## config.mk

```make
export PLATFORM = sky130hd
export DESIGN_NAME = dda_line_rasterizer
export DESIGN_NICKNAME = d
export VERILOG_FILES = /design/src/rtl/core/dda_pkg.sv /design/src/rtl/core/dda_div.sv /design/src/rtl/core/dda_front.sv /design/src/rtl/core/dda_cmd_fifo.sv /design/src/rtl/core/dda_back.sv /design/src/rtl/core/dda_line_rasterizer.sv
export SDC_FILE = /design/constraint.sdc
export NUM_CORES = 1
export LEC_CHECK = 0
export ABC_AREA = 1
export BUFFER_PORTS_ARGS = -buffer_cell sky130_fd_sc_hd__buf_2
export CAP_MARGIN = 5
export CELL_PAD_IN_SITES_DETAIL_PLACEMENT = 2
export CELL_PAD_IN_SITES_GLOBAL_PLACEMENT = 2
export CORE_MARGIN = 8
export CORE_UTILIZATION = 42
export DETAILED_ROUTE_END_ITERATION = 8
export PLACE_DENSITY_LB_ADDON = 0.15
export SYNTH_ARGS = -nofsm -noshare
export SYNTH_HDL_FRONTEND = slang
export SYNTH_HIERARCHICAL = 1
export SYNTH_SLANG_ARGS = --single-unit
```

## constraint.sdc

```tcl
create_clock -name clk_i -period 6.4 [get_ports clk_i]
set_input_delay 0.64 -clock clk_i [delete_from_list [all_inputs] [get_ports clk_i]]
set_output_delay 0.64 -clock clk_i [all_outputs]
set_load 0.1 [all_outputs]
```

## src/rtl/core/dda_pkg.sv

```systemverilog
// ----------------------------------------------------------------------------
// dda_pkg
// Shared types and constants of the dda line rasterizer.
// ----------------------------------------------------------------------------
package dda_pkg;

  localparam int unsigned COORD_W        = 6;   // field width of every coordinate
  localparam int unsigned COORD_BITS_DEF = 6;   // default of the active coordinate bits
  localparam int unsigned FRAC_BITS      = 16;  // fraction bits of increments
  localparam int unsigned INC_W          = FRAC_BITS + 2;            // signed increment
  localparam int unsigned ACC_W          = COORD_W + FRAC_BITS + 2;  // signed accumulator
  localparam int unsigned CMD_DEPTH      = 2;

  typedef struct packed {
    logic [COORD_W-1:0] x_start;
    logic [COORD_W-1:0] y_start;
    logic [COORD_W-1:0] x_end;
    logic [COORD_W-1:0] y_end;
  } seg_t;

  typedef struct packed {
    logic [COORD_W-1:0] pixel_x;
    logic [COORD_W-1:0] pixel_y;
    logic               last;
  } pix_t;

  // one prepared segment handed from front to back
  typedef struct packed {
    logic [COORD_W-1:0]      xs;
    logic [COORD_W-1:0]      ys;
    logic signed [INC_W-1:0] inc_x;
    logic signed [INC_W-1:0] inc_y;
    logic [COORD_W-1:0]      steps;
  } cmd_t;

  typedef enum logic [1:0] {
    FrIdle,
    FrDivX,
    FrDivY,
    FrPush
  } front_state_e;

endpackage

```

## src/rtl/core/dda_div.sv

```systemverilog
// ----------------------------------------------------------------------------
// dda_div
// Restoring divider, one quotient bit per cycle: (num << FRAC_BITS) / den.
// ----------------------------------------------------------------------------
module dda_div import dda_pkg::*; #(
  parameter int unsigned COORD_BITS = COORD_BITS_DEF
) (
  input  logic                            clk_i,
  input  logic                            rst_ni,
  input  logic                            start_i,
  input  logic [COORD_BITS-1:0]           num_i,
  input  logic [COORD_BITS-1:0]           den_i,
  output logic                            done_o,
  output logic [COORD_BITS+FRAC_BITS-1:0] quot_o
);

  localparam int unsigned N  = COORD_BITS + FRAC_BITS;
  localparam int unsigned CW = $clog2(N + 1);

  logic          busy_q;
  logic          done_q;
  logic [CW-1:0] cnt_q;
  logic [N-1:0]  num_q;
  logic [COORD_BITS-1:0] rem_q;
  logic [COORD_BITS-1:0] den_q;

  logic [COORD_BITS:0] rem_sh;
  logic [COORD_BITS:0] rem_diff;
  logic                ge;

  assign rem_sh   = {rem_q, num_q[N-1]};
  assign ge       = rem_sh >= {1'b0, den_q};
  assign rem_diff = rem_sh - {1'b0, den_q};

  always_ff @(posedge clk_i or negedge rst_ni) begin
    if (!rst_ni) begin
      busy_q <= 1'b0;
      done_q <= 1'b0;
      cnt_q  <= '0;
    end else if (start_i) begin
      busy_q <= 1'b1;
      done_q <= 1'b0;
      cnt_q  <= CW'(N);
    end else if (busy_q) begin
      cnt_q  <= cnt_q - CW'(1);
      done_q <= (cnt_q == CW'(1));
      if (cnt_q == CW'(1)) begin
        busy_q <= 1'b0;
      end
    end else begin
      done_q <= 1'b0;
    end
  end

  // quotient bits shift in where the dividend bits shift out
  always_ff @(posedge clk_i) begin
    if (start_i) begin
      num_q <= {num_i, FRAC_BITS'(0)};
      rem_q <= '0;
      den_q <= den_i;
    end else if (busy_q) begin
      num_q <= {num_q[N-2:0], ge};
      rem_q <= ge ? rem_diff[COORD_BITS-1:0] : rem_sh[COORD_BITS-1:0];
    end
  end

  assign done_o = done_q;
  assign quot_o = num_q;

endmodule

```

## src/rtl/core/dda_front.sv

```systemverilog
// ----------------------------------------------------------------------------
// dda_front
// Takes a segment, finds step count and both signed axis increments.
// ----------------------------------------------------------------------------
module dda_front import dda_pkg::*; #(
  parameter int unsigned COORD_BITS = COORD_BITS_DEF
) (
  input  logic clk_i,
  input  logic rst_ni,
  input  seg_t seg_i,
  input  logic push,
  output logic full,
  output cmd_t cmd_o,
  output logic cmd_push_o,
  input  logic cmd_full_i
);

  localparam int unsigned QW = COORD_BITS + FRAC_BITS;
  localparam logic [COORD_W-1:0] Mask = COORD_W'((1 << COORD_BITS) - 1);

  front_state_e state_q, state_d;

  logic [COORD_W-1:0] xs, ys, xe, ye;
  logic [COORD_W:0]   dx, dy;
  logic [COORD_W-1:0] adx, ady, steps;
  logic               accept;

  logic [COORD_W-1:0]      xs_q, ys_q, steps_q, ady_q;
  logic                    xneg_q, yneg_q;
  logic signed [INC_W-1:0] incx_q, incy_q;

  logic                  div_start;
  logic [COORD_BITS-1:0] div_num, div_den;
  logic                  div_done;
  logic [QW-1:0]         div_quot;

  function automatic logic signed [INC_W-1:0] signed_inc(input logic [QW-1:0] q,
                                                         input logic neg);
    logic signed [INC_W-1:0] mag;
    mag = $signed({1'b0, q[FRAC_BITS:0]});
    return neg ? -mag : mag;
  endfunction

  assign xs = seg_i.x_start & Mask;
  assign ys = seg_i.y_start & Mask;
  assign xe = seg_i.x_end & Mask;
  assign ye = seg_i.y_end & Mask;
  assign dx = {1'b0, xe} - {1'b0, xs};
  assign dy = {1'b0, ye} - {1'b0, ys};
  assign adx = dx[COORD_W] ? COORD_W'(-dx) : dx[COORD_W-1:0];
  assign ady = dy[COORD_W] ? COORD_W'(-dy) : dy[COORD_W-1:0];
  assign steps = (adx > ady) ? adx : ady;

  assign full   = (state_q != FrIdle);
  assign accept = push && (state_q == FrIdle);

  dda_div #(
    .COORD_BITS(COORD_BITS)
  ) u_div (
    .clk_i  (clk_i),
    .rst_ni (rst_ni),
    .start_i(div_start),
    .num_i  (div_num),
    .den_i  (div_den),
    .done_o (div_done),
    .quot_o (div_quot)
  );

  always_comb begin
    state_d    = state_q;
    div_start  = 1'b0;
    div_num    = adx[COORD_BITS-1:0];
    div_den    = steps[COORD_BITS-1:0];
    cmd_push_o = 1'b0;
    case (state_q)
      FrIdle: begin
        if (accept) begin
          // a zero-length segment needs no increments
          if (steps == '0) begin
            state_d = FrPush;
          end else begin
            div_start = 1'b1;
            state_d   = FrDivX;
          end
        end
      end
      FrDivX: begin
        div_num = ady_q[COORD_BITS-1:0];
        div_den = steps_q[COORD_BITS-1:0];
        if (div_done) begin
          div_start = 1'b1;
          state_d   = FrDivY;
        end
      end
      FrDivY: begin
        if (div_done) begin
          state_d = FrPush;
        end
      end
      FrPush: begin
        cmd_push_o = 1'b1;
        if (!cmd_full_i) begin
          state_d = FrIdle;
        end
      end
      default: state_d = FrIdle;
    endcase
  end

  always_ff @(posedge clk_i or negedge rst_ni) begin
    if (!rst_ni) begin
      state_q <= FrIdle;
    end else begin
      state_q <= state_d;
    end
  end

  always_ff @(posedge clk_i) begin
    if (accept) begin
      xs_q    <= xs;
      ys_q    <= ys;
      steps_q <= steps;
      ady_q   <= ady;
      xneg_q  <= dx[COORD_W];
      yneg_q  <= dy[COORD_W];
      incx_q  <= '0;
      incy_q  <= '0;
    end else if (div_done && state_q == FrDivX) begin
      incx_q <= signed_inc(div_quot, xneg_q);
    end else if (div_done && state_q == FrDivY) begin
      incy_q <= signed_inc(div_quot, yneg_q);
    end
  end

  assign cmd_o.xs    = xs_q;
  assign cmd_o.ys    = ys_q;
  assign cmd_o.inc_x = incx_q;
  assign cmd_o.inc_y = incy_q;
  assign cmd_o.steps = steps_q;

endmodule

```

## src/rtl/core/dda_cmd_fifo.sv

```systemverilog
// ----------------------------------------------------------------------------
// dda_cmd_fifo
// Short queue of prepared segments between front and back.
// ----------------------------------------------------------------------------
module dda_cmd_fifo import dda_pkg::*; (
  input  logic clk_i,
  input  logic rst_ni,
  input  cmd_t wdata_i,
  input  logic push_i,
  output logic full_o,
  output cmd_t rdata_o,
  input  logic pop_i,
  output logic empty_o
);

  localparam int unsigned PW = (CMD_DEPTH > 1) ? $clog2(CMD_DEPTH) : 1;
  localparam int unsigned NW = $clog2(CMD_DEPTH + 1);

  cmd_t          mem_q [CMD_DEPTH];
  logic [PW-1:0] wptr_q, rptr_q;
  logic [NW-1:0] cnt_q;
  logic          do_push, do_pop;

  assign full_o  = (cnt_q == NW'(CMD_DEPTH));
  assign empty_o = (cnt_q == '0);
  assign do_push = push_i && !full_o;
  assign do_pop  = pop_i && !empty_o;
  assign rdata_o = mem_q[rptr_q];

  function automatic logic [PW-1:0] next_ptr(input logic [PW-1:0] p);
    return (p == PW'(CMD_DEPTH - 1)) ? '0 : p + PW'(1);
  endfunction

  always_ff @(posedge clk_i or negedge rst_ni) begin
    if (!rst_ni) begin
      wptr_q <= '0;
      rptr_q <= '0;
      cnt_q  <= '0;
    end else begin
      if (do_push) begin
        wptr_q <= next_ptr(wptr_q);
      end
      if (do_pop) begin
        rptr_q <= next_ptr(rptr_q);
      end
      if (do_push && !do_pop) begin
        cnt_q <= cnt_q + NW'(1);
      end else if (do_pop && !do_push) begin
        cnt_q <= cnt_q - NW'(1);
      end
    end
  end

  always_ff @(posedge clk_i) begin
    if (do_push) begin
      mem_q[wptr_q] <= wdata_i;
    end
  end

endmodule

```

## src/rtl/core/dda_back.sv

```systemverilog
// ----------------------------------------------------------------------------
// dda_back
// Walks a segment: one rounded pixel per cycle into the result register when free.
// ----------------------------------------------------------------------------
module dda_back import dda_pkg::*; #(
  parameter int unsigned COORD_BITS = COORD_BITS_DEF
) (
  input  logic clk_i,
  input  logic rst_ni,
  input  cmd_t cmd_i,
  input  logic cmd_empty_i,
  output logic cmd_pop_o,
  output pix_t pix_o,
  output logic empty,
  input  logic pop
);

  localparam logic [COORD_W-1:0] MaxCoord = COORD_W'((1 << COORD_BITS) - 1);
  localparam int unsigned RW = ACC_W - FRAC_BITS;

  logic                    busy_q;
  logic [COORD_W-1:0]      k_q, steps_q;
  logic signed [ACC_W-1:0] accx_q, accy_q;
  logic signed [INC_W-1:0] incx_q, incy_q;
  logic                    out_valid_q;
  pix_t                    out_q;

  logic load, adv, last;

  // half away from zero, clamped to the coordinate range
  function automatic logic [COORD_W-1:0] round_coord(input logic signed [ACC_W-1:0] acc);
    logic [ACC_W-1:0] sum;
    logic [RW-1:0]    r;
    sum = acc + ACC_W'(1 << (FRAC_BITS - 1));
    r   = sum[ACC_W-1:FRAC_BITS];
    if (acc[ACC_W-1]) begin
      return '0;
    end else if (r > RW'(MaxCoord)) begin
      return MaxCoord;
    end
    return r[COORD_W-1:0];
  endfunction

  assign load      = !busy_q && !cmd_empty_i;
  assign cmd_pop_o = load;
  assign adv       = busy_q && (!out_valid_q || pop);
  assign last      = (k_q == steps_q);

  always_ff @(posedge clk_i or negedge rst_ni) begin
    if (!rst_ni) begin
      busy_q      <= 1'b0;
      out_valid_q <= 1'b0;
    end else begin
      if (load) begin
        busy_q <= 1'b1;
      end else if (adv && last) begin
        busy_q <= 1'b0;
      end
      if (adv) begin
        out_valid_q <= 1'b1;
      end else if (pop) begin
        out_valid_q <= 1'b0;
      end
    end
  end

  always_ff @(posedge clk_i) begin
    if (load) begin
      accx_q  <= $signed(ACC_W'({cmd_i.xs, FRAC_BITS'(0)}));
      accy_q  <= $signed(ACC_W'({cmd_i.ys, FRAC_BITS'(0)}));
      incx_q  <= cmd_i.inc_x;
      incy_q  <= cmd_i.inc_y;
      steps_q <= cmd_i.steps;
      k_q     <= '0;
    end else if (adv) begin
      accx_q <= accx_q + ACC_W'(incx_q);
      accy_q <= accy_q + ACC_W'(incy_q);
      k_q    <= k_q + COORD_W'(1);
    end
    if (adv) begin
      out_q.pixel_x <= round_coord(accx_q);
      out_q.pixel_y <= round_coord(accy_q);
      out_q.last    <= last;
    end
  end

  assign pix_o = out_q;
  assign empty = !out_valid_q;

endmodule

```

## src/rtl/core/dda_line_rasterizer.sv

```systemverilog
// ----------------------------------------------------------------------------
// dda_line_rasterizer
// Line segment to pixel stream by the digital differential analyzer.
// ----------------------------------------------------------------------------
// A segment pushed in comes out as S+1 pixels, S being the larger absolute
// axis difference, the last one flagged and equal to the end point; a
// zero-length segment gives its start pixel alone. The front takes one
// segment at a time and runs the bit-serial divider on it twice, once per
// axis; a zero-length segment skips the divider. The back loads each
// segment from the queue, then emits one pixel per cycle while its output
// is empty or being popped. A two-entry queue between them lets both work
// at once.
module dda_line_rasterizer import dda_pkg::*; #(
  parameter int unsigned COORD_BITS = COORD_BITS_DEF
) (
  input  logic clk_i,
  input  logic rst_ni,
  input  seg_t seg_i,
  input  logic push,
  output logic full,
  output pix_t pix_o,
  output logic empty,
  input  logic pop
);

  cmd_t f_cmd, q_cmd;
  logic f_push, q_full, q_empty, b_pop;

  dda_front #(
    .COORD_BITS(COORD_BITS)
  ) u_front (
    .clk_i     (clk_i),
    .rst_ni    (rst_ni),
    .seg_i     (seg_i),
    .push      (push),
    .full      (full),
    .cmd_o     (f_cmd),
    .cmd_push_o(f_push),
    .cmd_full_i(q_full)
  );

  dda_cmd_fifo u_fifo (
    .clk_i  (clk_i),
    .rst_ni (rst_ni),
    .wdata_i(f_cmd),
    .push_i (f_push),
    .full_o (q_full),
    .rdata_o(q_cmd),
    .pop_i  (b_pop),
    .empty_o(q_empty)
  );

  dda_back #(
    .COORD_BITS(COORD_BITS)
  ) u_back (
    .clk_i      (clk_i),
    .rst_ni     (rst_ni),
    .cmd_i      (q_cmd),
    .cmd_empty_i(q_empty),
    .cmd_pop_o  (b_pop),
    .pix_o      (pix_o),
    .empty      (empty),
    .pop        (pop)
  );

endmodule
```

Word-level counts from Yosys, hierarchy flattened
Memories as Yosys holds them, arrays and structs flattened. Index checks and enable logic that the tools add are counted. W data, S select, Z words.

Add/sub/neg operators: 16. Magnitude comparators: 4. Equality and inequality tests: 10. Muxes and demuxes: 54. Bitwise logic cells: 1. Reductions and logical operators: 28.

Operators by type and width (number): $mux W22 (6); $mux W6 (12); $add A24 B17 Y24 const B (2); $add A24 B18 Y24 (2); $mux W18 (2); $mux W1 (23); $neg A17 Y18 (1); $gt A8 B6 Y1 const B (2); $mux W2 (7); $sub A6 B6 Y7 (2); $neg A6 Y6 (2); $reduce_bool A2 Y1 (6); $logic_and A1 B1 Y1 (10); $mux W5 (2); $pmux W2 S4 (1); $ge A7 B6 Y1 (1); $add A6 B1 Y6 const B (1); $eq A2 B2 Y1 const B (3); $eq A6 B6 Y1 (1); $gt A6 B6 Y1 (1); $logic_not A1 Y1 (6); $logic_not A6 Y1 (1); $ne A2 B2 Y1 const B (3); $sub A6 B6 Y6 (1); 13 further kinds (15).

Register bits: 220. RAM bits: 108. Input bits: 28. Output and inout port bits: 15. Word-level logic and storage cells: 146. Memories: 1.

Memory list: u_fifo.mem_q (words 2, width 54, read ports 1, clocked after memory_dff 0, write ports 1, RTL line dda_cmd_fifo.sv:19) `cmd_t mem_q [CMD_DEPTH];`.

Longest topological paths before layout
Depth in word-level cells: 10. Gate-level depth with buffers: 33. Gate-level depth less buffers: 31.

Modules after synthesis
The synthesis kept the hierarchy.

By module, submodules not included: dda_back (times used 1, cells an instance 994, area an instance 7313.3 um^2, sequential area each 2902.8 um^2); dda_front (times used 1, cells an instance 589, area an instance 4231.6 um^2, sequential area each 1551.5 um^2); dda_cmd_fifo (times used 1, cells an instance 313, area an instance 4155.2 um^2, sequential area each 3343.2 um^2); dda_div (times used 1, cells an instance 208, area an instance 1924.3 um^2, sequential area each 975.9 um^2).

Worst setup path before layout
Ideal clock, no wire load.

Kind: in2reg. Start: in seg_i[6] (netlist name). End: reg u_front.u_div.num_q[20] (netlist: u_front/u_div/quot_o[20]), data pin. Setup time: 0.256 ns. Data arrival time: 3.941 ns. Required time: 6.144 ns. Slack: 2.203 ns. Stages: 28. Buffers on the path: 2. Cell sequence: inv_1 > ha_1 > fa_1 > inv_2 > nand2_1 > nand2_1 > nand3_1 > inv_1 > nand3_1 > nand3_1 > nand2_1 > ha_1 > nand2_1 > nor2_1 > nand2_1 > nand3_1 > nand2_1 > inv_2 > nand3_1 > nand3_1 > nor2_1 > nand3_1 > nand2_1 > nand2_1 > buf_4 > nor2_4 > buf_4 > a22o_1.

Longest elaborated chain between the ends: 10. Elaborated cells on any way between the ends: 11. Those cells by class: add/sub (2); order compare (1); mux (7); reduce/logical (1).

RTL lines: start: declaration (RTL line dda_line_rasterizer.sv:18) `input seg_t seg_i,`; $sub A6 B6 Y7 (*) (RTL line dda_front.sv:48) `assign dx = {1'b0, xe} - {1'b0, xs};`; $neg A6 Y6 (RTL line dda_front.sv:50) `assign adx = dx[COORD_W] ? COORD_W'(-dx) : dx[COORD_W-1:0];`; $mux W6 (*) (RTL line dda_front.sv:50); $gt A6 B6 Y1 (RTL line dda_front.sv:52) `assign steps = (adx > ady) ? adx : ady;`; $mux W6 (*) (RTL line dda_front.sv:52); $logic_not A6 Y1 (*) (RTL line dda_front.sv:79) `if (steps == '0) begin`; $mux W1 (*) (RTL line dda_front.sv:79); $mux W1 (*) (RTL line dda_front.sv:77) `if (accept) begin`; $pmux W1 S2 (*) (RTL line dda_front.sv:75) `case (state_q)`; named net u_front.div_start (RTL line dda_front.sv:32) `logic div_start;`; $mux W22 (*) (RTL line dda_div.sv:57) `if (start_i) begin`; end signal: assignment (RTL line dda_div.sv:58) `num_q <= {num_i, FRAC_BITS'(0)};`; end signal: assignment (RTL line dda_div.sv:62) `num_q <= {num_q[N-2:0], ge};`; end: declaration (RTL line dda_div.sv:23) `logic [N-1:0] num_q;`.

The timed path passes the listed nets; every way through them passes the cells marked *. A chain may end at the register's enable or synchronous reset.

Worst setup path in the final report
Start: in seg_i[6] (netlist name). End: reg u_front.u_div.num_q[16] (netlist: u_front/u_div/quot_o[16]), data pin.

The elaborated chain is that of the path after synthesis.

==> reports/metrics.cfg <==
[outcome]
outcome = completed

[clock_network]
htreeDepth = 2
cts_hold_buf = 0
clkLatencyLatePin_ns = 0.57
post_cts_buffers = 0
clkSinkCount = 328
root_buffer = clkbuf_16
cts_buffers = 40
cts_tree = done
clock_path_buffers = 3
post_cts_resized = 0
cts.clk_slew.worst_paths_ns = 0.06

[timing]
finalHoldViolCount = 0
fmax_ghz = 0.198
fin_skew_ns = 0.0282
finalMaxSlewViolations = 0
worst_slack_ns = 1.35
worst_slew_pin_slew_ns = 1.07
setup_viol = 0
rsz0062_at_grt = false
finalSetupTns_ns = 0
final.period_utilization_pct = 78.9
max_slew_margin_pct = 28.4
finalCriticalPeriod_ns = 5.05

[power]
p_leak_uw = 0.00901
p_per_area_mw_per_mm2 = 288
peakVddDrop_mv = 0.164

[synthesis]
ys_ff_latch = 328
synth_top_cells_by_area = edfxtp_1, nand2_1, dfxtp_1, inv_1, ha_1
syn_inst = 2104
yosysTopAreaCell = edfxtp_1
avgSynthCellArea_sq_um = 8.38
syn_area_sq_mm = 0.0176
synth_most_common_cell = nand2_1
synth_top_area_share_pct = 36.3
ys.flop_type = edfxtp_1
syn-num-nets = 2221
synth-edff-count = 213
yosysWarnings = 6
synth_async_sr_flop_share_pct = 4.57
ys_seq_area_share_pct = 49.8
synth_commonest_cells = nand2_1, inv_1, edfxtp_1
ys_types = 53

[layout]
fin_util_pct = 47.2
final_cells = 2719
area_growth_pct = 11.5
nets = 2268
drive_gt1_share_pct = 9.17
antenna_cells = 0
fin_area_sq_mm = 0.0197

[global_route]
grt_use_total_pct = 24.4
antenna_found_initial = 0
grt_pass1_vias = 16788
globalRoute.totalOverflow = 0
grt_max_degree = 56
grt_first_pass_wirelength_um = 95200

[placed_design]
routabilityCongestion = 0.818
port-buffer-count = 42
dp_worst_setup_slack_ns = 0.936
placed_cells = 2648
placed_cell_area_sq_mm = 0.0183
hpwl_um = 42000

[floorplan]
initial_core_util_pct = 42.3
die_area_sq_mm = 0.0488
die_height_um = 221
core_sq_mm = 0.0417
num_rows = 75
fp.dieW_um = 221
ioPinCount = 43

[job]
drv_cap = 0

[drt]
vias_per_cell = 5.39
ant_nets = 0
drc = 0
wl_um = 60600
drt_iter0_markers = 749
drtPass1Iterations = 5
vias = 14663
wire_per_inst_um = 22.3

[setup_path]
critPathSlowestCell = nor2_4
critPathCaptureType = register
crit_type = input port to register
path_max_fanout = 17
cp-start-kind = input port
critPathRequiredTime_ns = 6.78
critical_path_arrival_ns = 5.43
crit_buf_inv = 4
crit_family = simple AND/OR/NAND/NOR gates
cp_slowest_stage_delay_ns = 0.51
cp_common_cell = nand2_1

[worst_hold_path]
hold_class = input port to async pin

==> sequential cells by signal, indices dropped and copies added (netlist names), 2 cells and up <==
signal	cells
u_fifo/mem_q	108
u_back/accx_q	24
u_back/accy_q	24
u_front/u_div/quot_o	22
u_back/incx_q	18
u_back/incy_q	18
u_front/incx_q	18
u_front/incy_q	18
u_back/pix_o	13
u_back/k_q	6
u_back/steps_q	6
u_front/ady_q	6
u_front/steps_q	6
u_front/u_div/den_q	6
u_front/u_div/rem_q	6
u_front/xs_q	6
u_front/ys_q	6
u_front/u_div/cnt_q	5
u_fifo/cnt_q	2
u_front/state_q	2
==> power by group <==
| group | internal (uW) | switching [uW] | leakage [uW] |
|---|---|---|---|
| logic | 247 | 574 | 0.00539 |
| registers | 2360 | 82.4 | 0.00297 |
| clock network | 1440 | 948 | 0.000654 |
| total | 4050 | 1600 | 0.00901 |
==> placed cells by master (no fill, tap or decap), types with 4 or more instances in the layout <==
cell / n
nand2_2: 16
nand3b_1: 17
edfxtp_1: 213
bufinv_16: 6
a21oi_1: 99
o21ai_1: 12
clkbuf_1: 8
clkbuf_16: 41
inv_2: 19
a21oi_2: 8
buf_4: 7
o211ai_1: 13
o22ai_1: 15
nand4_1: 22
xnor2_1: 18
xor2_1: 18
buf_2: 42
nand3_1: 118
o21ai_0: 59
nor2_1: 95
nor2_2: 15
dfrtp_1: 14
clkinv_2: 6
a31oi_1: 17
inv_1: 284
nor2_4: 8
o21bai_1: 4
fa_1: 5
nor4_1: 4
dfxtp_1: 100
a22o_1: 9
nand3_2: 6
ha_1: 84
nor3_1: 5
nand2_1: 735
==> path summary, 6_finish.rpt <==
check / slack [ns] / cells after the start / from / end
max: 1.35 / 27 / seg_i[6] / u_front/u_div/quot_o[16]
min: 0.04 / 1 / rst_ni / u_fifo/cnt_q[1]
max reg2reg: 2.59 / 7 / u_front/state_q[1] / u_front/u_div/quot_o[16]
min reg2reg: 0.45 / 0 / u_front/incx_q[3] / u_fifo/mem_q[1][27]
max in group asynchronous: 6.00 / 1 / rst_ni / u_fifo/rptr_q
min in group clk_i: 0.28 / 1 / seg_i[22] / u_front/xs_q[4]
==> cell type report <==
cell class                 count  area, sq um
timing repair buffer          49          263
clock inverter                20          267
inverter                     305         1150
tap                          539          674
clock buffer                  51         1080
multi-input combinational   1427         7440
fill                        4621        22000
sequential                   328         8770
==> per-layer routing <==
layer  vias up  routed length (um)  global-route usage [%]
met1      7326               25000                    27.8
li1       6959                   -                       -
met2       240               31600                    45.4
met4         0                2120                    9.38
met3       138                1960                    3.98
met5         -                   0                       0
==> logic make-up after synthesis <==
group	Yosys count	share of synthesized area, %
flops	328	49.8
simple gates	1061	26.1
buf+inv	349	8.06
fa+ha+maj	89	6.53
compound gates	241	7.77
xor+xnor	36	1.79
==> per-stage QoR <==
stage / hold slack (ns) / power, uW
global route: 0.0436 / 5860
floorplan: 0.344 / 3020
detailed placement: 0.438 / 3280
CTS: 0.0230 / 5710
finish: 0.0400 / 5650
global placement: 0.427 / 3210
Note: power is estimated with default switching activity, not from simulation.
